$ cat config.mk
export PLATFORM = sky130hd
export DESIGN_NAME = cordic_vector_angle_unit
export DESIGN_NICKNAME = d
export VERILOG_FILES = /design/src/hw/rtl/cva_pkg.sv /design/src/hw/rtl/cva_prep.sv /design/src/hw/rtl/cva_step.sv /design/src/hw/rtl/cva_len.sv /design/src/hw/rtl/cordic_vector_angle_unit.sv
export SDC_FILE = /design/constraint.sdc
export NUM_CORES = 2
export LEC_CHECK = 0
export BUFFER_PORTS_ARGS = -buffer_cell sky130_fd_sc_hd__buf_2
export CORE_MARGIN = 5
export CORE_UTILIZATION = 35
export CTS_BUF_LIST = sky130_fd_sc_hd__clkbuf_16
export DETAILED_ROUTE_END_ITERATION = 8
export PLACE_DENSITY = 0.54
export SYNTH_ARGS = -nofsm -noshare
export SYNTH_HDL_FRONTEND = slang
export SYNTH_SLANG_ARGS = --single-unit
export TNS_END_PERCENT = 10
$ cat constraint.sdc
create_clock -name clk -period 6.7 [get_ports clk]
set_clock_uncertainty 0.1 [all_clocks]
set_input_delay 0.335 -clock clk [delete_from_list [all_inputs] [get_ports clk]]
set_output_delay 0.335 -clock clk [all_outputs]
set_load 0.05 [all_outputs]
$ cat src/hw/rtl/cva_pkg.sv
`default_nettype none

package cva_pkg;

	// data path widths
	localparam int unsigned VEC_W = 32;
	localparam int unsigned ANG_W = 11;
	localparam int unsigned ANGLE_OUT_W = 10;
	localparam int unsigned LEN_OUT_W = 12;
	localparam int unsigned GAIN_W = 20;
	localparam int unsigned LEN_SHIFT = 20;
	localparam int unsigned MAX_STEPS = 7;

	// angle accumulator start, 512 units per turn
	localparam logic signed [ANG_W-1:0] ANGLE_START_NEG = 11'sd384;
	localparam logic signed [ANG_W-1:0] ANGLE_START_POS = 11'sd128;

	// length gain
	localparam logic [GAIN_W-1:0] LEN_GAIN = 20'h9B74E;

	typedef struct packed {
		logic signed [VEC_W-1:0] vec_x;
		logic signed [VEC_W-1:0] vec_y;
	} cva_in_t;

	typedef struct packed {
		logic signed [ANGLE_OUT_W-1:0] angle_out;
		logic signed [LEN_OUT_W-1:0] proj_length;
	} cva_out_t;

	// working vector and angle between stages
	typedef struct packed {
		logic signed [VEC_W-1:0] x;
		logic signed [VEC_W-1:0] y;
		logic signed [ANG_W-1:0] ang;
	} cva_stage_t;

	// arctangent step for each shift
	function automatic logic signed [ANG_W-1:0] step_angle(input int unsigned idx);
		logic signed [ANG_W-1:0] a;
		case (idx)
			0: a = 11'sd64;
			1: a = 11'sd37;
			2: a = 11'sd19;
			3: a = 11'sd10;
			4: a = 11'sd5;
			5: a = 11'sd2;
			default: a = 11'sd1;
		endcase
		return a;
	endfunction

endpackage

`default_nettype wire

$ cat src/hw/rtl/cva_prep.sv
`default_nettype none

module cva_prep
	import cva_pkg::*;
(
	input  wire logic       clk,
	input  wire logic       arst_n,
	input  wire cva_in_t    d_in,
	input  wire logic       valid_in,
	output logic            stall_up,
	output cva_stage_t      d_s1,
	output logic            valid_s1,
	input  wire logic       stall_dn
);

	cva_stage_t nxt;

	// fold left half plane into right half, start angle accordingly
	always_comb begin
		if (d_in.vec_x[VEC_W-1]) begin
			nxt.x = -d_in.vec_x;
			nxt.y = -d_in.vec_y;
			nxt.ang = ANGLE_START_NEG;
		end else begin
			nxt.x = d_in.vec_x;
			nxt.y = d_in.vec_y;
			nxt.ang = ANGLE_START_POS;
		end
	end

	// register holds while full and downstream stalls
	assign stall_up = valid_s1 && stall_dn;

	always_ff @(posedge clk or negedge arst_n) begin
		if (!arst_n) begin
			valid_s1 <= 1'b0;
		end else if (!stall_up) begin
			valid_s1 <= valid_in;
		end
	end

	always_ff @(posedge clk) begin
		if (!stall_up && valid_in) begin
			d_s1 <= nxt;
		end
	end

endmodule

`default_nettype wire

$ cat src/hw/rtl/cva_step.sv
`default_nettype none

module cva_step
	import cva_pkg::*;
#(
	parameter int unsigned SHIFT = 0
) (
	input  wire logic       clk,
	input  wire logic       arst_n,
	input  wire cva_stage_t d_in,
	input  wire logic       valid_in,
	output logic            stall_up,
	output cva_stage_t      d_s1,
	output logic            valid_s1,
	input  wire logic       stall_dn
);

	localparam logic signed [ANG_W-1:0] STEP = step_angle(SHIFT);

	logic signed [VEC_W-1:0] xi;
	logic signed [VEC_W-1:0] yi;
	logic signed [VEC_W-1:0] sx;
	logic signed [VEC_W-1:0] sy;
	cva_stage_t nxt;

	assign xi = d_in.x;
	assign yi = d_in.y;
	assign sx = xi >>> SHIFT;
	assign sy = yi >>> SHIFT;

	// one vectoring rotation, direction from the sign of y
	always_comb begin
		if (yi[VEC_W-1]) begin
			nxt.y = yi + sx;
			nxt.x = xi - sy;
			nxt.ang = d_in.ang - STEP;
		end else begin
			nxt.y = yi - sx;
			nxt.x = xi + sy;
			nxt.ang = d_in.ang + STEP;
		end
	end

	assign stall_up = valid_s1 && stall_dn;

	always_ff @(posedge clk or negedge arst_n) begin
		if (!arst_n) begin
			valid_s1 <= 1'b0;
		end else if (!stall_up) begin
			valid_s1 <= valid_in;
		end
	end

	always_ff @(posedge clk) begin
		if (!stall_up && valid_in) begin
			d_s1 <= nxt;
		end
	end

endmodule

`default_nettype wire

$ cat src/hw/rtl/cva_len.sv
`default_nettype none

module cva_len
	import cva_pkg::*;
(
	input  wire logic       clk,
	input  wire logic       arst_n,
	input  wire cva_stage_t d_in,
	input  wire logic       valid_in,
	output logic            stall_up,
	output cva_out_t        d_s1,
	output logic            valid_s1,
	input  wire logic       stall_dn
);

	logic [VEC_W-1:0] prod;
	cva_out_t nxt;

	// low word of x times gain, then take the bits above the shift
	assign prod = VEC_W'(d_in.x * {{(VEC_W-GAIN_W){1'b0}}, LEN_GAIN});

	always_comb begin
		nxt.angle_out = d_in.ang[ANG_W-1:1];
		nxt.proj_length = prod[LEN_SHIFT+LEN_OUT_W-1:LEN_SHIFT];
	end

	assign stall_up = valid_s1 && stall_dn;

	always_ff @(posedge clk or negedge arst_n) begin
		if (!arst_n) begin
			valid_s1 <= 1'b0;
		end else if (!stall_up) begin
			valid_s1 <= valid_in;
		end
	end

	always_ff @(posedge clk) begin
		if (!stall_up && valid_in) begin
			d_s1 <= nxt;
		end
	end

endmodule

`default_nettype wire

$ cat src/hw/rtl/cordic_vector_angle_unit.sv
// cordic vector angle unit
// input channel: vec_valid / vec_stall carry one item, a signed 32-bit vector
// (vec_x, vec_y). the item is taken at a rising edge with vec_valid high and
// vec_stall low.
// output channel: res_valid / res_stall carry one result item per input
// item, the angle in 256 units per turn and the gain-scaled length.
// pipeline: the accepting edge loads the fold stage, the item then moves
// through the cordic rotation stages in order, and at last it loads the
// multiply stage that is also the output register, STEPS + 2 register
// stages in all. throughput: one item per cycle while the receiver does
// not stall; every stage has its own valid bit.
// when the receiver stalls, the output register holds its item and the
// stages behind it keep filling any empty slots, so new items are still
// taken until the whole pipeline is full.
// reset clears all valid bits; no result is pending after reset.
`default_nettype none

module cordic_vector_angle_unit
	import cva_pkg::*;
#(
	parameter int unsigned STEPS = MAX_STEPS
) (
	input  wire logic     clk,
	input  wire logic     arst_n,
	input  wire cva_in_t  vec,
	input  wire logic     vec_valid,
	output logic          vec_stall,
	output cva_out_t      res,
	output logic          res_valid,
	input  wire logic     res_stall
);

	localparam int unsigned DEPTH = STEPS + 2;
	localparam int unsigned CNT_W = $clog2(DEPTH + 1);

	cva_stage_t st_d [STEPS+1];
	logic st_v [STEPS+1];
	logic st_stall [STEPS+1];

	// fold stage
	cva_prep u_prep (
		.clk      (clk),
		.arst_n   (arst_n),
		.d_in     (vec),
		.valid_in (vec_valid),
		.stall_up (vec_stall),
		.d_s1     (st_d[0]),
		.valid_s1 (st_v[0]),
		.stall_dn (st_stall[0])
	);

	// rotation stages
	for (genvar i = 0; i < STEPS; i++) begin : g_step
		cva_step #(
			.SHIFT (i)
		) u_step (
			.clk      (clk),
			.arst_n   (arst_n),
			.d_in     (st_d[i]),
			.valid_in (st_v[i]),
			.stall_up (st_stall[i]),
			.d_s1     (st_d[i+1]),
			.valid_s1 (st_v[i+1]),
			.stall_dn (st_stall[i+1])
		);
	end

	// length multiply and output register
	cva_len u_len (
		.clk      (clk),
		.arst_n   (arst_n),
		.d_in     (st_d[STEPS]),
		.valid_in (st_v[STEPS]),
		.stall_up (st_stall[STEPS]),
		.d_s1     (res),
		.valid_s1 (res_valid),
		.stall_dn (res_stall)
	);

	// occupancy tracking for checks
	logic [DEPTH-1:0] vld;
	logic [CNT_W-1:0] cnt_q;

	always_comb begin
		for (int i = 0; i <= STEPS; i++) begin
			vld[i] = st_v[i];
		end
		vld[DEPTH-1] = res_valid;
	end

	always_ff @(posedge clk or negedge arst_n) begin
		if (!arst_n) begin
			cnt_q <= '0;
		end else begin
			case ({vec_valid && !vec_stall, res_valid && !res_stall})
				2'b10: cnt_q <= cnt_q + 1'b1;
				2'b01: cnt_q <= cnt_q - 1'b1;
				default: cnt_q <= cnt_q;
			endcase
		end
	end

	// items in flight match the stage valid bits
	a_occupancy: assert property (@(posedge clk) disable iff (!arst_n)
		32'(cnt_q) == 32'($countones(vld)))
		else $error("pipeline occupancy mismatch");

	// a free receiver never backs up the input side
	a_no_stall: assert property (@(posedge clk) disable iff (!arst_n)
		!res_stall |-> !vec_stall)
		else $error("input stalled while output drains");

	// angle result stays in its reachable range
	a_angle_range: assert property (@(posedge clk) disable iff (!arst_n)
		res_valid |-> (res.angle_out >= -10'sd5 && res.angle_out <= 10'sd261))
		else $error("angle out of range");

	// a full pipeline under stall refuses input
	a_full_stall: assert property (@(posedge clk) disable iff (!arst_n)
		(32'(cnt_q) == DEPTH && res_stall) |-> vec_stall)
		else $error("input taken while pipeline full");

endmodule

`default_nettype wire
# After elaboration in Yosys (flattened, before gate mapping)
# Index checks and enable logic that the tools add are counted.
# W data, S select, Z words.
[totals] reg_bits=599 latch_bits=0 mem_bits_rw=0 romBits=0 input_bits=68 output_inout_bits=24 wordCells=114 memories=0
[op_classes] addsub=43 multipliers=1 div=0 order_cmp=0 eq_ne=0 shifts=0 n_mux=8 bitwise=0 n_reduce_logical=27
[op_table] cell="$mux W75" n=7
[op_table] cell="$mux W74" n=1
[op_table] cell="$add A32 B26 Y32" n=2
[op_table] cell="$add A32 B27 Y32" n=2
[op_table] cell="$add A32 B28 Y32" n=2
[op_table] cell="$add A32 B29 Y32" n=2
[op_table] cell="$add A32 B30 Y32" n=2
[op_table] cell="$add A32 B31 Y32" n=2
[op_table] cell="$neg A32 Y32" n=2
[op_table] cell="$sub A32 B26 Y32" n=2
[op_table] cell="$sub A32 B27 Y32" n=2
[op_table] cell="$sub A32 B28 Y32" n=2
[op_table] cell="$sub A32 B29 Y32" n=2
[op_table] cell="$sub A32 B30 Y32" n=2
[op_table] cell="$sub A32 B31 Y32" n=2
[op_table] cell="$sub A32 B32 Y32" n=2
[op_table] cell="$add A32 B32 Y32" n=1
[op_table] cell="$mul A32 B19 Y31 const B" n=1
[op_table] cell="$logic_and A1 B1 Y1" n=18
[op_table] cell="$add A11 B2 Y11 const B" n=1
[op_table] cell="$add A11 B3 Y11 const B" n=1
[op_table] cell="$add A11 B4 Y11 const B" n=1
[op_table] cell="$add A11 B5 Y11 const B" n=1
[op_table] cell="$add A11 B6 Y11 const B" n=1
[op_table] cell="10 further kinds" n=18

# Depth between registers and ports, before layout
[logic_depth] depth_word=11 mapped_depth=22

# By module
# A second synthesis with hierarchy kept.
[unflattened] hier_cells=6876 area_unflattened_um2=63898.8
[by_module_without_submodules] mod="cva_len" instances=1 cells_per_inst=791 area_per_inst_um2=8101.5
[by_module_without_submodules] mod="cva_step at g_step[0].u_step" instances=1 cells_per_inst=943 area_per_inst_um2=8101.5
[by_module_without_submodules] mod="cva_step at g_step[6].u_step" instances=1 cells_per_inst=854 area_per_inst_um2=7544.7
[by_module_without_submodules] mod="cva_step at g_step[5].u_step" instances=1 cells_per_inst=839 area_per_inst_um2=7522.2
[by_module_without_submodules] mod="cva_step at g_step[4].u_step" instances=1 cells_per_inst=808 area_per_inst_um2=7412.1
[by_module_without_submodules] mod="cva_step at g_step[2].u_step" instances=1 cells_per_inst=801 area_per_inst_um2=7348.3
[by_module_without_submodules] mod="cva_step at g_step[1].u_step" instances=1 cells_per_inst=789 area_per_inst_um2=7252.0
[by_module_without_submodules] mod="cva_step at g_step[3].u_step" instances=1 cells_per_inst=777 area_per_inst_um2=7186.9
[by_module_without_submodules] mod="cva_prep" instances=1 cells_per_inst=274 area_per_inst_um2=3429.5

# Least setup slack after synthesis
# Ideal clock, no wire load.
[synth_path] path_kind="register to register" start="register g_step[6].u_step.d_s1[51] in the netlist's numbering" end="register u_len.d_s1[11] in the netlist's numbering, data pin" setup_time_ns=0.266 arrival_ns=5.506 slack_ns=0.828 stages_incl_launch_ff=21 n_path_buf=0 synth_period_minus_slack_ns=5.872 cell_sequence="edfxtp_1 inv_1 fa_1 fa_1 fa_1 fa_1 inv_1 fa_1 inv_1 fa_1 inv_1 ha_1 a211o_1 a21oi_1 inv_1 o21ai_0 o211ai_1 nand2_1 o21ai_0 o41ai_1 xnor2_1"
[synth_between] elab_chain_len=1
[synth_rtl] element="start, declared" line="cva_step.sv:13" source="output cva_stage_t d_s1,"
[synth_rtl] element="start signal, assigned" line="cva_step.sv:56" source="d_s1 <= nxt;"
[synth_rtl] element="$mul A32 B19 Y31" line="cva_len.sv:20" source="assign prod = VEC_W'(d_in.x * {{(VEC_W-GAIN_W){1'b0}}, LEN_GAIN});"
[synth_rtl] element="net u_len.prod[31]" line="cva_len.sv:16" source="logic [VEC_W-1:0] prod;"
[synth_rtl] element="end signal, assigned" line="cva_len.sv:39" source="d_s1 <= nxt;"
[synth_rtl] element="end, declared" line="cva_len.sv:11" source="output cva_out_t d_s1,"
# The timed path passes the listed nets, and every way through them passes these cells.
# A chain may end at the register's enable or synchronous reset.

# Worst setup path after layout
[layout_path] start="register g_step[6].u_step.d_s1[52] in the netlist's numbering" end="register u_len.d_s1[10] in the netlist's numbering, data pin"
# The elaborated chain is that of the path after synthesis.

==> metrics.sh <==
GRT_ANTENNA_BEFORE_REPAIR=0
MAXSLEWHEADROOM_PCT=33.4
ROUTE.DETAILED.VIAS_PER_INST=5.01
CRIT_FANOUT=5
OUTCOME='completed'
DIEAREA_UM2=164000
DESIGN.PORTCOUNT=92
WORST-SETUP-PATH-TYPE='reg -> reg'
FINAL_CELLS=8073
GRT_PASS1_WL_UM=206000
POSTSYNTH.TOPFLOPCELL='edfxtp_1'
INSERTEDDIODECOUNT=0
SYNTH_SEQ_CELLS=562
LIBRARY_CELL_APPEARING_MOST_OFTEN_ON_THE_CRITICAL_PATH='fa_1'
FINAL.HOLD.WORST_SLACK_NS=0.0538
CLK-INSERTION-DELAY-LATE_NS=0.67
CLOCKBUFFERDEPTH=3
DRT_PASS1_ITERATIONS=5
REMAINING_DRC_ERRORS=0
TIMING.CRITICAL_PATH.REQUIRED_NS=7.01
GROUTE.USAGE.OVERALL_PCT=15.2
ARRIVAL_NS=6.57
DETAILED_PLACE_HPWL_UM=105000
CLOCKROOTBUFFER='clkbuf_16'
NUMBER_OF_FLOPS_MAPPED_TO_ENABLE_CELLS_BY_YOSYS=553
HOLD_VIOL_FINAL=0
CELL_TYPE_GROUP_WITH_THE_LARGEST_TOTAL_DELAY_ON_THE_CRITICAL_PATH='adder cells'
DRT_FIRST_ITER_VIOLATIONS=2012
GLOBALROUTEMET2UTIL_PCT=29.1
CTS_MADE_BUFFERS=70
CTS_MAX_LEVEL=3
MAXCLOCKFREQUENCY_MHz=160
SYN2LAYOUT_AREA_GROWTH_PCT=11.4
DR_TOTAL_VIAS=40400
GPL.FINAL_WEIGHTED_CONGESTION=0.881
CRITICAL_PATH.CELL_CHAIN='inv_1 > fa_1 > fa_1 > fa_1 > inv_1 > fa_1 > fa_1 > inv_1 > fa_1 > inv_1 > ha_1 > nand4_1 > a221oi_1 > o21ai_0 > buf_4 > o211ai_1 > nand2_1 > o21ai_1 > o21a_1 > nor2_1 > xnor2_1'
CTS.CLK_SLEW.WORST_PATHS_NS=0.06
GLOBAL_ROUTE.USAGE.MET3_PCT=1.78
FIN_CRIT_SH_PCT=93.4
POSTSYNTHAREAPERCELL_UM2=9.44
POST_SYNTHESIS_CELL_TYPE_COUNT=88
SLOWEST_DELAY_NS=0.55
DESIGN.CORE.AREA_UM2=154000
WORSTMARGINPINSLEW_NS=1.00
LAYOUT_MIN_CYCLE_TIME_NS=6.26
POST_ROUTE_CELLS_DRIVE_ABOVE_1_SHARE_PCT=5.03
YOSYSSEQAREASHARE_PCT=30.9
NETLIST.AREA_LEADER.SHARE_PCT=30.5
DIE_X_UM=405
YOSYS_WARNINGS=0
YS_TOP_CELLS_BY_AREA='edfxtp_1 (30%), ha_1 (14%), xnor2_1 (9.0%)'
FP.DIEH_UM=405
SETUP-TNS-FINAL_NS=0
DRTANTENNAVIOLNETS=0
CP_BUFS_INVS=5
TOP_USAGE_LAYER='met2'
WORSTSETUPSTARTPOINTTYPE='flip-flop'
GRT-OVFL-TOTAL=0
GRT_PASS1_VIAS=41200
SYNTH.CELL_AREA_UM2=54500
AVGROUTEDWIREPERCELL_UM=15.7
SETUP_VIOL_COUNT_FINAL=0
WIRELENGTH_UM=126000
CTS.SINK_COUNT=562
START_UTIL_PCT=35.3
TIMING_MAX_TRANSITION_VIOLATIONS_FINAL=0
PLACED_CELLS=7853
FP-ROW-COUNT=144
TOTAL_OF_MAX_CAP_VIOLATIONS=0
TIMING.CRITICAL_PATH.SLOWEST_STAGE_CELL='fa_1'
LARGEST_NET_DEGREE_AT_THE_START_OF_GLOBAL_ROUTING=75
FINAL_NET_COUNT=6866
GRT.MET1_USAGE_PCT=17.4
HP-CLASS='in -> reg'
NETLIST.TOP_CELL.BY_AREA='edfxtp_1'
FINAL.SETUP.WORST_SLACK_NS=0.441
RSZ_0062_RAISED_AFTER_GLOBAL_ROUTING='no'
SYNTHESIS.NETS=6670
CTS_TREE='done'
SYNTHCELLS=5775
IO_BUFFERS=91
CRIT_PATH_END_KIND='flip-flop'
ASYNC_FLOP_SHARE_PCT=1.60
PLACE_WS_NS=0.255
-- layer usage --
layer	part of all wire (%)	wire, µm
met3	2.2	2820
met2	52	65700
met4	3.4	4260
met5	0	0
met1	42	53500
-- flip-flops by register name (all words and copies together) (netlist names) --
register / cells
u_len.valid_s1: 1
g_step.u_step.valid_s1: 7
g_step.u_step.d_s1: 466
u_prep.d_s1: 65
u_prep.valid_s1: 1
u_len.d_s1: 22
-- metrics by stage --
step | area [µm²] | util [%]
2_1_floorplan | 54500 | -
3_3_place_gp | 57500 | 37.2
3_5_place_dp | 57500 | 37.2
4_1_cts | 60700 | 39.3
5_1_grt | 60700 | 39.3
6_report | 60700 | 39.3
-- synth_stat cells (12+ instances only) --
master,n
nand4_1,26
a31oi_1,64
a21oi_1,549
a211o_1,17
a21o_1,161
fa_1,196
clkbuf_1,79
o31ai_1,24
nand3_1,77
edfxtp_1,553
o21ai_0,243
nor3_1,161
o31a_1,20
a2111oi_0,13
nor2b_1,71
or4_1,19
nor2_1,488
o41ai_1,26
or3_1,33
a31o_2,12
inv_1,611
xor2_1,233
mux2i_1,19
o21bai_1,73
ha_1,631
xnor2_1,557
nor4_1,40
and3_1,43
a211oi_1,44
or2_2,14
nand2b_1,78
and2_1,53
o21a_1,72
o211ai_1,19
a21boi_0,17
buf_1,15
nand2_1,247
-- worst paths after layout --
check / startpoint / endpoint / slack, ns / depth (start not counted)
max in group asynchronous: arst_n / g_step[2].u_step.valid_s1$_DFFE_PN0N_ / 5.54 / 3
max: g_step[6].u_step.d_s1[52]$_DFFE_PP_ / u_len.d_s1[10]$_DFFE_PP_ / 0.44 / 21
min reg2reg: g_step[6].u_step.d_s1[8]$_DFFE_PP_ / u_len.d_s1[19]$_DFFE_PP_ / 0.32 / 0
max reg2reg: g_step[6].u_step.d_s1[52]$_DFFE_PP_ / u_len.d_s1[10]$_DFFE_PP_ / 0.44 / 21
min: vec[1] / u_prep.d_s1[12]$_DFFE_PP_ / 0.05 / 3
min in group asynchronous: arst_n / g_step[5].u_step.valid_s1$_DFFE_PN0N_ / 0.62 / 3
-- what timing repair did --
item | CTS | global route
endpoints found under the setup margin | 0 | 2
buffers inserted | 0 | 0
hold buffers | 90 | 0
resized for setup | 0 | 1
endpoints found under the hold margin | 76 | 0
-- cells by family (layout without fill, tap and decap cells) --
kind of cell    Yosys count  in the layout  share of synthesized area, %
simple gates           1402           1402                          12.5
mux                      26             26                         0.494
compound gates         1454           1454                          16.8
buf+inv                 714            968                          4.95
xor+xnor                790            790                          12.7
flops                   562            562                          30.9
fa+ha+maj               827            827                          21.7
-- tightest hold or removal path, delay by kind of cell --
kind | cells | cell delay (ns)
buffers and inverters | 2 | 0.17
AOI/OAI and AO/OA | 1 | 0.17
-- cell type report --
class	instances	area, µm²
Clock inverter	60	611
Clock buffer	70	1750
Fill cell	15200	93700
Multi-Input combinational cell	4499	35000
Inverter	617	2320
Tap cell	2044	2560
Timing Repair Buffer	221	1660
Sequential cell	562	16800
-- layout by cell type, fill, tap and decap left out, drive strengths merged, types with 44 or more instances in the layout --
| cell type | synthesis | layout |
|---|---|---|
| a211oi | 44 | 44 |
| a21o | 161 | 161 |
| a21oi | 549 | 549 |
| a31oi | 64 | 64 |
| and2 | 54 | 54 |
| buf | 18 | 131 |
| clkbuf | 79 | 70 |
| dlygate4sd3 | 0 | 90 |
| edfxtp | 553 | 553 |
| fa | 196 | 196 |
| ha | 631 | 631 |
| inv | 611 | 630 |
| nand2 | 247 | 247 |
| nand2b | 79 | 79 |
| nand3 | 77 | 77 |
| nor2 | 488 | 488 |
| nor2b | 71 | 71 |
| nor3 | 162 | 162 |
| o21a | 72 | 72 |
| o21ai | 245 | 245 |
| o21bai | 73 | 73 |
| xnor2 | 557 | 557 |
| xor2 | 233 | 233 |
Power is not shown: default switching activity piles up to over one toggle a cycle in this logic, so the estimate is an artifact.
